### src/sv/dssr_pkg.sv
// ----------------------------------------------------------------------------
// dssr_pkg
// Shared types, register indexes and constants of the distance scaled speed
// regulator.
// ----------------------------------------------------------------------------
package dssr_pkg;

    localparam int unsigned DATA_W  = 16;
    localparam int unsigned RATIO_W = 17;
    localparam int unsigned INDEX_W = 3;
    localparam int unsigned CNT_W   = 4;
    localparam int unsigned PROD_W  = 2 * RATIO_W;

    // register indexes of the configuration port
    localparam logic [INDEX_W-1:0] REG_SET_SPEED   = 3'd0;
    localparam logic [INDEX_W-1:0] REG_SAFE_DIST   = 3'd1;
    localparam logic [INDEX_W-1:0] REG_BRAKE_DIST  = 3'd2;
    localparam logic [INDEX_W-1:0] REG_ACCEL_POWER = 3'd3;
    localparam logic [INDEX_W-1:0] REG_BRAKE_POWER = 3'd4;

    localparam logic [DATA_W-1:0] RST_SET_SPEED   = 16'd0;
    localparam logic [DATA_W-1:0] RST_SAFE_DIST   = 16'd3000;
    localparam logic [DATA_W-1:0] RST_BRAKE_DIST  = 16'd500;
    localparam logic [DATA_W-1:0] RST_ACCEL_POWER = 16'd0;
    localparam logic [DATA_W-1:0] RST_BRAKE_POWER = 16'd0;

    localparam logic [RATIO_W-1:0] RATIO_ONE = 17'd65536;

    // floor(x / 10) == (x * 52429) >> 19 for every 16-bit x
    localparam logic [RATIO_W-1:0] RECIP_TEN   = 17'd52429;
    localparam int unsigned        RECIP_SHIFT = 19;

    // index of the last quotient bit step of the ratio division
    localparam logic [CNT_W-1:0] DIV_LAST = 4'd15;

    typedef enum logic [2:0] {
        S_IDLE,
        S_DIV,
        S_MUL_TGT,
        S_MUL_UP,
        S_MUL_DN,
        S_DIV10_UP,
        S_DIV10_DN,
        S_UPDATE
    } t_state;

    typedef enum logic [2:0] {
        MUL_NONE,
        MUL_TGT,
        MUL_UP,
        MUL_DN,
        MUL_UP10,
        MUL_DN10
    } t_mul_sel;

    typedef struct packed {
        logic     load;
        logic     div_step;
        t_mul_sel mul_sel;
        logic     update;
    } t_dp_cmd;

    typedef struct packed {
        logic need_div;
        logic out_free;
    } t_dp_sts;

endpackage

### src/sv/dssr_ctrl.sv
// ----------------------------------------------------------------------------
// dssr_ctrl
// Sequencer: accepts an item, runs the ratio division when it is needed, the
// multiply steps and the speed update, then returns to idle.
// ----------------------------------------------------------------------------
module dssr_ctrl (
    input  logic              i_clk,
    input  logic              i_rst_n,
    input  logic              i_in_valid,
    output logic              o_in_ready,
    input  dssr_pkg::t_dp_sts i_sts,
    output dssr_pkg::t_dp_cmd o_cmd
);

    dssr_pkg::t_state                r_state, n_state;
    logic [dssr_pkg::CNT_W-1:0]      r_cnt, n_cnt;

    always_ff @(posedge i_clk) begin
        if (!i_rst_n) begin
            r_state <= dssr_pkg::S_IDLE;
            r_cnt   <= '0;
        end else begin
            r_state <= n_state;
            r_cnt   <= n_cnt;
        end
    end

    always_comb begin
        n_state       = r_state;
        n_cnt         = r_cnt;
        o_in_ready    = 1'b0;
        o_cmd.load    = 1'b0;
        o_cmd.div_step = 1'b0;
        o_cmd.mul_sel = dssr_pkg::MUL_NONE;
        o_cmd.update  = 1'b0;
        unique case (r_state)
            dssr_pkg::S_IDLE: begin
                o_in_ready = 1'b1;
                n_cnt      = '0;
                if (i_in_valid) begin
                    o_cmd.load = 1'b1;
                    n_state    = i_sts.need_div ? dssr_pkg::S_DIV : dssr_pkg::S_MUL_TGT;
                end
            end
            dssr_pkg::S_DIV: begin
                o_cmd.div_step = 1'b1;
                n_cnt          = r_cnt + 1'b1;
                if (r_cnt == dssr_pkg::DIV_LAST) begin
                    n_state = dssr_pkg::S_MUL_TGT;
                end
            end
            dssr_pkg::S_MUL_TGT: begin
                o_cmd.mul_sel = dssr_pkg::MUL_TGT;
                n_state       = dssr_pkg::S_MUL_UP;
            end
            dssr_pkg::S_MUL_UP: begin
                o_cmd.mul_sel = dssr_pkg::MUL_UP;
                n_state       = dssr_pkg::S_MUL_DN;
            end
            dssr_pkg::S_MUL_DN: begin
                o_cmd.mul_sel = dssr_pkg::MUL_DN;
                n_state       = dssr_pkg::S_DIV10_UP;
            end
            dssr_pkg::S_DIV10_UP: begin
                o_cmd.mul_sel = dssr_pkg::MUL_UP10;
                n_state       = dssr_pkg::S_DIV10_DN;
            end
            dssr_pkg::S_DIV10_DN: begin
                o_cmd.mul_sel = dssr_pkg::MUL_DN10;
                n_state       = dssr_pkg::S_UPDATE;
            end
            dssr_pkg::S_UPDATE: begin
                // hold until the output register can take the result
                if (i_sts.out_free) begin
                    o_cmd.update = 1'b1;
                    n_state      = dssr_pkg::S_IDLE;
                end
            end
            default: begin
                n_state = dssr_pkg::S_IDLE;
            end
        endcase
    end

endmodule

### src/sv/dssr_dp.sv
// ----------------------------------------------------------------------------
// dssr_dp
// Datapath: configuration registers, radix-2 ratio divider, one shared
// multiplier, speed register and output register.
// ----------------------------------------------------------------------------
module dssr_dp (
    input  logic                          i_clk,
    input  logic                          i_rst_n,
    input  logic                          i_cfg_we,
    input  logic [dssr_pkg::INDEX_W-1:0]  i_cfg_index,
    input  logic [dssr_pkg::DATA_W-1:0]   i_cfg_data,
    input  logic [dssr_pkg::DATA_W-1:0]   i_distance,
    input  dssr_pkg::t_dp_cmd             i_cmd,
    output dssr_pkg::t_dp_sts             o_sts,
    output logic                          o_out_valid,
    input  logic                          i_out_ready,
    output logic [dssr_pkg::DATA_W-1:0]   o_speed,
    output logic [dssr_pkg::DATA_W-1:0]   o_target,
    output logic [dssr_pkg::RATIO_W-1:0]  o_ratio
);

    logic [dssr_pkg::DATA_W-1:0]  r_set_speed, r_safe_dist, r_brake_dist;
    logic [dssr_pkg::DATA_W-1:0]  r_accel_power, r_brake_power;
    logic [dssr_pkg::DATA_W-1:0]  r_cur_speed, n_cur_speed;
    logic [dssr_pkg::DATA_W-1:0]  r_rem, r_den;
    logic [dssr_pkg::RATIO_W-1:0] r_ratio;
    logic [dssr_pkg::DATA_W-1:0]  r_target, r_up, r_dn;
    logic                         r_out_valid;
    logic [dssr_pkg::DATA_W-1:0]  r_out_speed, r_out_target;
    logic [dssr_pkg::RATIO_W-1:0] r_out_ratio;

    logic                         w_above_brake, w_below_safe;
    logic [dssr_pkg::DATA_W:0]    w_rem2, w_rem_sub;
    logic                         w_ge;
    logic [dssr_pkg::RATIO_W-1:0] w_mul_a, w_mul_b;
    logic [dssr_pkg::PROD_W-1:0]  w_prod;
    logic [dssr_pkg::DATA_W:0]    w_sum;
    logic [dssr_pkg::DATA_W-1:0]  w_diff;

    // configuration registers
    always_ff @(posedge i_clk) begin
        if (!i_rst_n) begin
            r_set_speed   <= dssr_pkg::RST_SET_SPEED;
            r_safe_dist   <= dssr_pkg::RST_SAFE_DIST;
            r_brake_dist  <= dssr_pkg::RST_BRAKE_DIST;
            r_accel_power <= dssr_pkg::RST_ACCEL_POWER;
            r_brake_power <= dssr_pkg::RST_BRAKE_POWER;
        end else if (i_cfg_we) begin
            unique case (i_cfg_index)
                dssr_pkg::REG_SET_SPEED:   r_set_speed   <= i_cfg_data;
                dssr_pkg::REG_SAFE_DIST:   r_safe_dist   <= i_cfg_data;
                dssr_pkg::REG_BRAKE_DIST:  r_brake_dist  <= i_cfg_data;
                dssr_pkg::REG_ACCEL_POWER: r_accel_power <= i_cfg_data;
                dssr_pkg::REG_BRAKE_POWER: r_brake_power <= i_cfg_data;
                default: begin
                end
            endcase
        end
    end

    assign w_above_brake  = i_distance > r_brake_dist;
    assign w_below_safe   = i_distance < r_safe_dist;
    assign o_sts.need_div = w_above_brake && w_below_safe;
    assign o_sts.out_free = !r_out_valid || i_out_ready;

    // remainder stays below the divisor, so only zeros are shifted in
    assign w_rem2    = {r_rem, 1'b0};
    assign w_ge      = w_rem2 >= {1'b0, r_den};
    assign w_rem_sub = w_rem2 - {1'b0, r_den};

    always_comb begin
        w_mul_a = '0;
        w_mul_b = '0;
        unique case (i_cmd.mul_sel)
            dssr_pkg::MUL_TGT: begin
                w_mul_a = {1'b0, r_set_speed};
                w_mul_b = r_ratio;
            end
            dssr_pkg::MUL_UP: begin
                w_mul_a = {1'b0, r_accel_power};
                w_mul_b = r_ratio;
            end
            dssr_pkg::MUL_DN: begin
                w_mul_a = {1'b0, r_brake_power};
                w_mul_b = dssr_pkg::RATIO_ONE - r_ratio;
            end
            dssr_pkg::MUL_UP10: begin
                w_mul_a = {1'b0, r_up};
                w_mul_b = dssr_pkg::RECIP_TEN;
            end
            dssr_pkg::MUL_DN10: begin
                w_mul_a = {1'b0, r_dn};
                w_mul_b = dssr_pkg::RECIP_TEN;
            end
            default: begin
            end
        endcase
    end

    assign w_prod = {{(dssr_pkg::PROD_W-dssr_pkg::RATIO_W){1'b0}}, w_mul_a}
                  * {{(dssr_pkg::PROD_W-dssr_pkg::RATIO_W){1'b0}}, w_mul_b};

    // step toward the target and clamp at it
    assign w_sum  = {1'b0, r_cur_speed} + {1'b0, r_up};
    assign w_diff = r_cur_speed - r_target;

    always_comb begin
        n_cur_speed = r_cur_speed;
        if (r_cur_speed < r_target) begin
            n_cur_speed = (w_sum > {1'b0, r_target}) ? r_target : w_sum[dssr_pkg::DATA_W-1:0];
        end else if (r_cur_speed > r_target) begin
            n_cur_speed = (r_dn >= w_diff) ? r_target : r_cur_speed - r_dn;
        end
    end

    always_ff @(posedge i_clk) begin
        if (i_cmd.load) begin
            r_rem   <= i_distance - r_brake_dist;
            r_den   <= r_safe_dist - r_brake_dist;
            r_ratio <= (w_above_brake && !w_below_safe) ? dssr_pkg::RATIO_ONE : '0;
        end else if (i_cmd.div_step) begin
            r_rem   <= w_ge ? w_rem_sub[dssr_pkg::DATA_W-1:0] : w_rem2[dssr_pkg::DATA_W-1:0];
            r_ratio <= {r_ratio[dssr_pkg::RATIO_W-2:0], w_ge};
        end
        case (i_cmd.mul_sel)
            dssr_pkg::MUL_TGT:  r_target <= w_prod[31:16];
            dssr_pkg::MUL_UP:   r_up     <= w_prod[31:16];
            dssr_pkg::MUL_DN:   r_dn     <= w_prod[31:16];
            dssr_pkg::MUL_UP10: r_up     <= {3'b000, w_prod[31:dssr_pkg::RECIP_SHIFT]};
            dssr_pkg::MUL_DN10: r_dn     <= {3'b000, w_prod[31:dssr_pkg::RECIP_SHIFT]};
            default: begin
            end
        endcase
        if (i_cmd.update) begin
            r_out_speed  <= n_cur_speed;
            r_out_target <= r_target;
            r_out_ratio  <= r_ratio;
        end
    end

    always_ff @(posedge i_clk) begin
        if (!i_rst_n) begin
            r_cur_speed <= '0;
            r_out_valid <= 1'b0;
        end else begin
            if (i_cmd.update) begin
                r_cur_speed <= n_cur_speed;
                r_out_valid <= 1'b1;
            end else if (i_out_ready) begin
                r_out_valid <= 1'b0;
            end
        end
    end

    assign o_out_valid = r_out_valid;
    assign o_speed     = r_out_speed;
    assign o_target    = r_out_target;
    assign o_ratio     = r_out_ratio;

endmodule

### src/sv/distance_scaled_speed_regulator.sv
// ----------------------------------------------------------------------------
// distance_scaled_speed_regulator
// Turns a distance sample into a ratio, a target speed and an updated speed.
// ----------------------------------------------------------------------------
// For a distance between brake and safe the accepted sample passes through
// 16 radix-2 divider steps, 5 passes of the single multiplier and 1 update;
// elsewhere the division is skipped. One sample at a time: a new sample is
// taken only after the last has reached the output register, and a stalled
// result holds the next one.
// Reset (synchronous, active low): defaults, zero speed, idle, output empty.
module distance_scaled_speed_regulator (
    input  logic                          i_clk,
    input  logic                          i_rst_n,
    input  logic                          i_cfg_we,
    input  logic [dssr_pkg::INDEX_W-1:0]  i_cfg_index,
    input  logic [dssr_pkg::DATA_W-1:0]   i_cfg_data,
    input  logic                          i_in_valid,
    output logic                          o_in_ready,
    input  logic [dssr_pkg::DATA_W-1:0]   i_distance,
    output logic                          o_out_valid,
    input  logic                          i_out_ready,
    output logic [dssr_pkg::DATA_W-1:0]   o_speed,
    output logic [dssr_pkg::DATA_W-1:0]   o_target,
    output logic [dssr_pkg::RATIO_W-1:0]  o_ratio
);

    dssr_pkg::t_dp_cmd w_cmd;
    dssr_pkg::t_dp_sts w_sts;

    dssr_ctrl u_ctrl (
        .i_clk      (i_clk),
        .i_rst_n    (i_rst_n),
        .i_in_valid (i_in_valid),
        .o_in_ready (o_in_ready),
        .i_sts      (w_sts),
        .o_cmd      (w_cmd)
    );

    dssr_dp u_dp (
        .i_clk       (i_clk),
        .i_rst_n     (i_rst_n),
        .i_cfg_we    (i_cfg_we),
        .i_cfg_index (i_cfg_index),
        .i_cfg_data  (i_cfg_data),
        .i_distance  (i_distance),
        .i_cmd       (w_cmd),
        .o_sts       (w_sts),
        .o_out_valid (o_out_valid),
        .i_out_ready (i_out_ready),
        .o_speed     (o_speed),
        .o_target    (o_target),
        .o_ratio     (o_ratio)
    );

endmodule

### config.mk
export PLATFORM = sky130hd
export DESIGN_NAME = distance_scaled_speed_regulator
export DESIGN_NICKNAME = d
export VERILOG_FILES = /design/src/sv/dssr_pkg.sv /design/src/sv/dssr_ctrl.sv /design/src/sv/dssr_dp.sv /design/src/sv/distance_scaled_speed_regulator.sv
export SDC_FILE = /design/constraint.sdc
export NUM_CORES = 1
export LEC_CHECK = 0
export BUFFER_PORTS_ARGS = -buffer_cell sky130_fd_sc_hd__buf_2
export CAP_MARGIN = 5
export CORE_UTILIZATION = 60
export CTS_CLUSTER_SIZE = 24
export DETAILED_ROUTE_END_ITERATION = 8
export PLACE_DENSITY = 0.88
export SLEW_MARGIN = 20
export SYNTH_ARGS = -nofsm -noshare
export SYNTH_HDL_FRONTEND = slang
export SYNTH_SLANG_ARGS = --single-unit
### constraint.sdc
create_clock -name i_clk -period 12 [get_ports i_clk]
set_input_delay 2.4 -clock i_clk [delete_from_list [all_inputs] [get_ports i_clk]]
set_output_delay 2.4 -clock i_clk [all_outputs]
set_load 0.02 [all_outputs]
==> results.sh <==
export IMPL_status="completed"
export IMPL_layout_nets=3305
export IMPL_crit_path_start="u_dp.r_ratio[2]"
export IMPL_drv_slew=0
export IMPL_globalplace_congestion=1.04
export IMPL_ant_nets=0
export IMPL_regToRegStartpoint="u_dp.r_ratio[2]"
export IMPL_cpPeakStageDelay_ns=0.61
export IMPL_cts_buffers=26
export IMPL_core_region_area_um2=40700
export IMPL_synth_top_area_cell="edfxtp_1"
export IMPL_crit_slowest_cell="a22o_1"
export IMPL_gr_total_overflow=0
export IMPL_crit_arrival_ns=10.10
export IMPL_crit_end="u_dp.r_dn[12]"
export IMPL_antenna_found_initial=4
export IMPL_cts_setup_buffers=0
export IMPL_clk_pin_slew_ns=0.06
export IMPL_avgRoutedWirePerCell_um=20.8
export IMPL_grt_pass1_wl_um=111000
export IMPL_synth_fp_nets=3251
export IMPL_fmax_mhz=102
export IMPL_syn_area_um2=24700
export IMPL_hold_viol=0
export IMPL_worstSkewPairLatency_ns=0.57
export IMPL_drive_above_1_share=0.0778
export IMPL_synth_flop_cell="edfxtp_1"
export IMPL_grt_max_degree=113
export IMPL_p_leak_nw=12.1
export IMPL_cp_common_cell="fa_1"
export IMPL_rows=74
export IMPL_finalSetupTns_ns=0
export IMPL_ctsHoldBuffers=0
export IMPL_cts_root_buffer="clkbuf_16"
export IMPL_wirelength_um=70000
export IMPL_postLayoutSetupSlackWorst_ns=2.19
export IMPL_cp_required_ns=12.28
export IMPL_via_per_inst=6.21
export IMPL_r2r_cells=29
export IMPL_drc=0
export IMPL_numPortBuffers=90
export IMPL_grt_pass1_vias=20787
export IMPL_ir_drop_mv=0.117
export IMPL_yosysUniqueCellTypes=80
export IMPL_synth_top_cell_area_share=0.177
export IMPL_end_kind="register"
export IMPL_dr_total_vias=20892
export IMPL_cts_tree="built"
export IMPL_synth_edf_count=146
export IMPL_numClockSinks=250
export IMPL_p_per_area_nw_per_um2=139
export IMPL_drt_iter0_markers=2187
export IMPL_io_pin_count=91
export IMPL_h_tree_depth=1
export IMPL_synthArstFlopShare=0
export IMPL_dieArea_um2=42000
export IMPL_slew_headroom=0.201
export IMPL_netlist_instances=2753
export IMPL_min_delay_start="u_dp.r_set_speed[13]"
export IMPL_drtPass1Iterations=6
export IMPL_dpl_worst_slack_ns=2.29
export IMPL_worstHoldPathType="register to register"
export IMPL_syn_avg_cell_area_um2=8.98
export IMPL_syn_to_final_growth_pct=7.67
export IMPL_post_cts_resize_count=0
export IMPL_period_share=0.818
export IMPL_path_depth=29
export IMPL_worst_slew_pin_slew_ns=1.20
export IMPL_worst_path_buf_inv=3
export IMPL_fin_crit_ns=9.81
export IMPL_max_cap_viol_count=0
export IMPL_hpwl_um=54600
export IMPL_rsz0062_at_grt="no"
export IMPL_initial_core_util=0.607
export IMPL_critical_path_class="register to register"
export IMPL_ys_ff_latch=250
export IMPL_worst_clock_skew_ns=0.0241
export IMPL_path_max_fanout=11
export IMPL_worst_path_dominant_cell_family="adder cells"
export IMPL_reg2reg_slack_ns=2.19
export IMPL_cp_start_kind="register"
export IMPL_setup_viol=0
export IMPL_die_h_um=205
export IMPL_reg2reg_to="u_dp.r_dn[12]"
export IMPL_groute_usage_overall=0.340
export IMPL_clockBufferDepth=3
export IMPL_ys_seq_area_frac=0.261
export IMPL_die_x_um=205
export IMPL_yosysWarnings=0
export IMPL_yosys_top_cells_area="edfxtp_1 (18%), fa_1 (17%), ha_1 (12%)"
## synthesized netlist by cell type (all sizes together) (59+ instances only)
| master | count |
|---|---|
| clkbuf | 83 |
| a21o | 59 |
| ha | 246 |
| o21ai | 105 |
| edfxtp | 146 |
| a21boi | 79 |
| nor2 | 220 |
| nand2 | 394 |
| inv | 361 |
| a21oi | 114 |
| dfxtp | 104 |
| fa | 212 |
## per-stage QoR
stage          power (mW)  std cells  hold slack (ns)  area (µm²)  utilization
2_1_floorplan        2.31       2753            0.426       24700            -
3_3_place_gp         2.75       3311            0.454       25800        0.632
3_5_place_dp         2.84       3311            0.460       25800        0.632
4_1_cts              3.65       3359            0.469       26600        0.653
5_1_grt              3.86       3363            0.490       26600        0.654
6_report             3.69       3363            0.468       26600        0.654
## layout make-up
type	count	area (µm²)
antenna	4	10.0
clock buffer	39	764
clock inverter	9	88.8
fill	3226	14100
inverter	362	1360
multi-input combinational	2048	16600
sequential	250	6470
tap	532	666
timing repair buffer	119	668
## worst register-to-register path, delay by kind of cell (launching register included)
kind | cells | cell delay, ns
AO/OA/AOI/OAI | 8 | 2.50
adder cells (fa/ha/maj) | 7 | 3.34
flip-flops | 1 | 0.51
XOR/XNOR | 1 | 0.23
AND/OR/NAND/NOR | 10 | 2.80
buffers and inverters | 3 | 0.15
## sequential cells by signal (all words and copies together) (netlist names)
name / count
u_dp.o_ratio: 17
u_dp.r_ratio: 17
u_dp.o_speed: 16
u_dp.o_target: 16
u_dp.r_accel_power: 16
u_dp.r_brake_dist: 16
u_dp.r_brake_power: 16
u_dp.r_cur_speed: 16
u_dp.r_den: 16
u_dp.r_dn: 16
u_dp.r_rem: 16
u_dp.r_safe_dist: 16
u_dp.r_set_speed: 16
u_dp.r_target: 16
u_dp.r_up: 16
u_ctrl.r_cnt: 4
u_ctrl.r_state: 3
u_dp.o_out_valid: 1
## placed cells by master (no fill, tap or decap), types with 79 or more instances in the layout
master,n
dfxtp_1,104
inv_1,360
ha_1,246
nor2_1,220
nand2_1,394
fa_1,212
buf_2,90
a21oi_1,113
o21ai_0,100
edfxtp_1,146
a21boi_0,79
## layer usage
metal	global-route usage	wire [µm]	share of wire	vias up
met3	0.0504	6210	0.089	230
met1	0.442	27500	0.39	10058
met5	0	0	0	-
li1	-	-	-	9473
met2	0.551	32300	0.46	1131
met4	0.178	3970	0.057	0
## worst min-delay path by stage
stage	cells after the start	endpoint	slack, ns
6_report	2	u_dp.r_set_speed[13]	0.47
3_5_place_dp	2	u_dp.r_accel_power[15]	0.46
3_3_place_gp	2	u_dp.r_set_speed[1]	0.45
4_1_cts	2	u_dp.r_brake_dist[9]	0.47
5_1_grt	2	u_dp.r_set_speed[13]	0.49
2_1_floorplan	0	u_dp.o_target[15]	0.43
## logic make-up (layout without fill, tap and decap cells)
kind of cell | count (synthesis) | in the layout | synth area share
compound gates | 564 | 564 | 0.157
xor+xnor | 81 | 81 | 0.0287
fa+ha+maj | 458 | 458 | 0.296
buf+inv | 455 | 529 | 0.0699
flops | 250 | 250 | 0.261
mux | 67 | 67 | 0.0280
other cells | 0 | 4 | 0
simple gates | 878 | 878 | 0.159
## report_power, final
part           switching, mW  internal, mW
combinational           1.08         0.559
clock                  0.339         0.463
sequential             0.137          1.11
total                   1.56          2.13
Note: power is estimated with default switching activity, not from simulation.
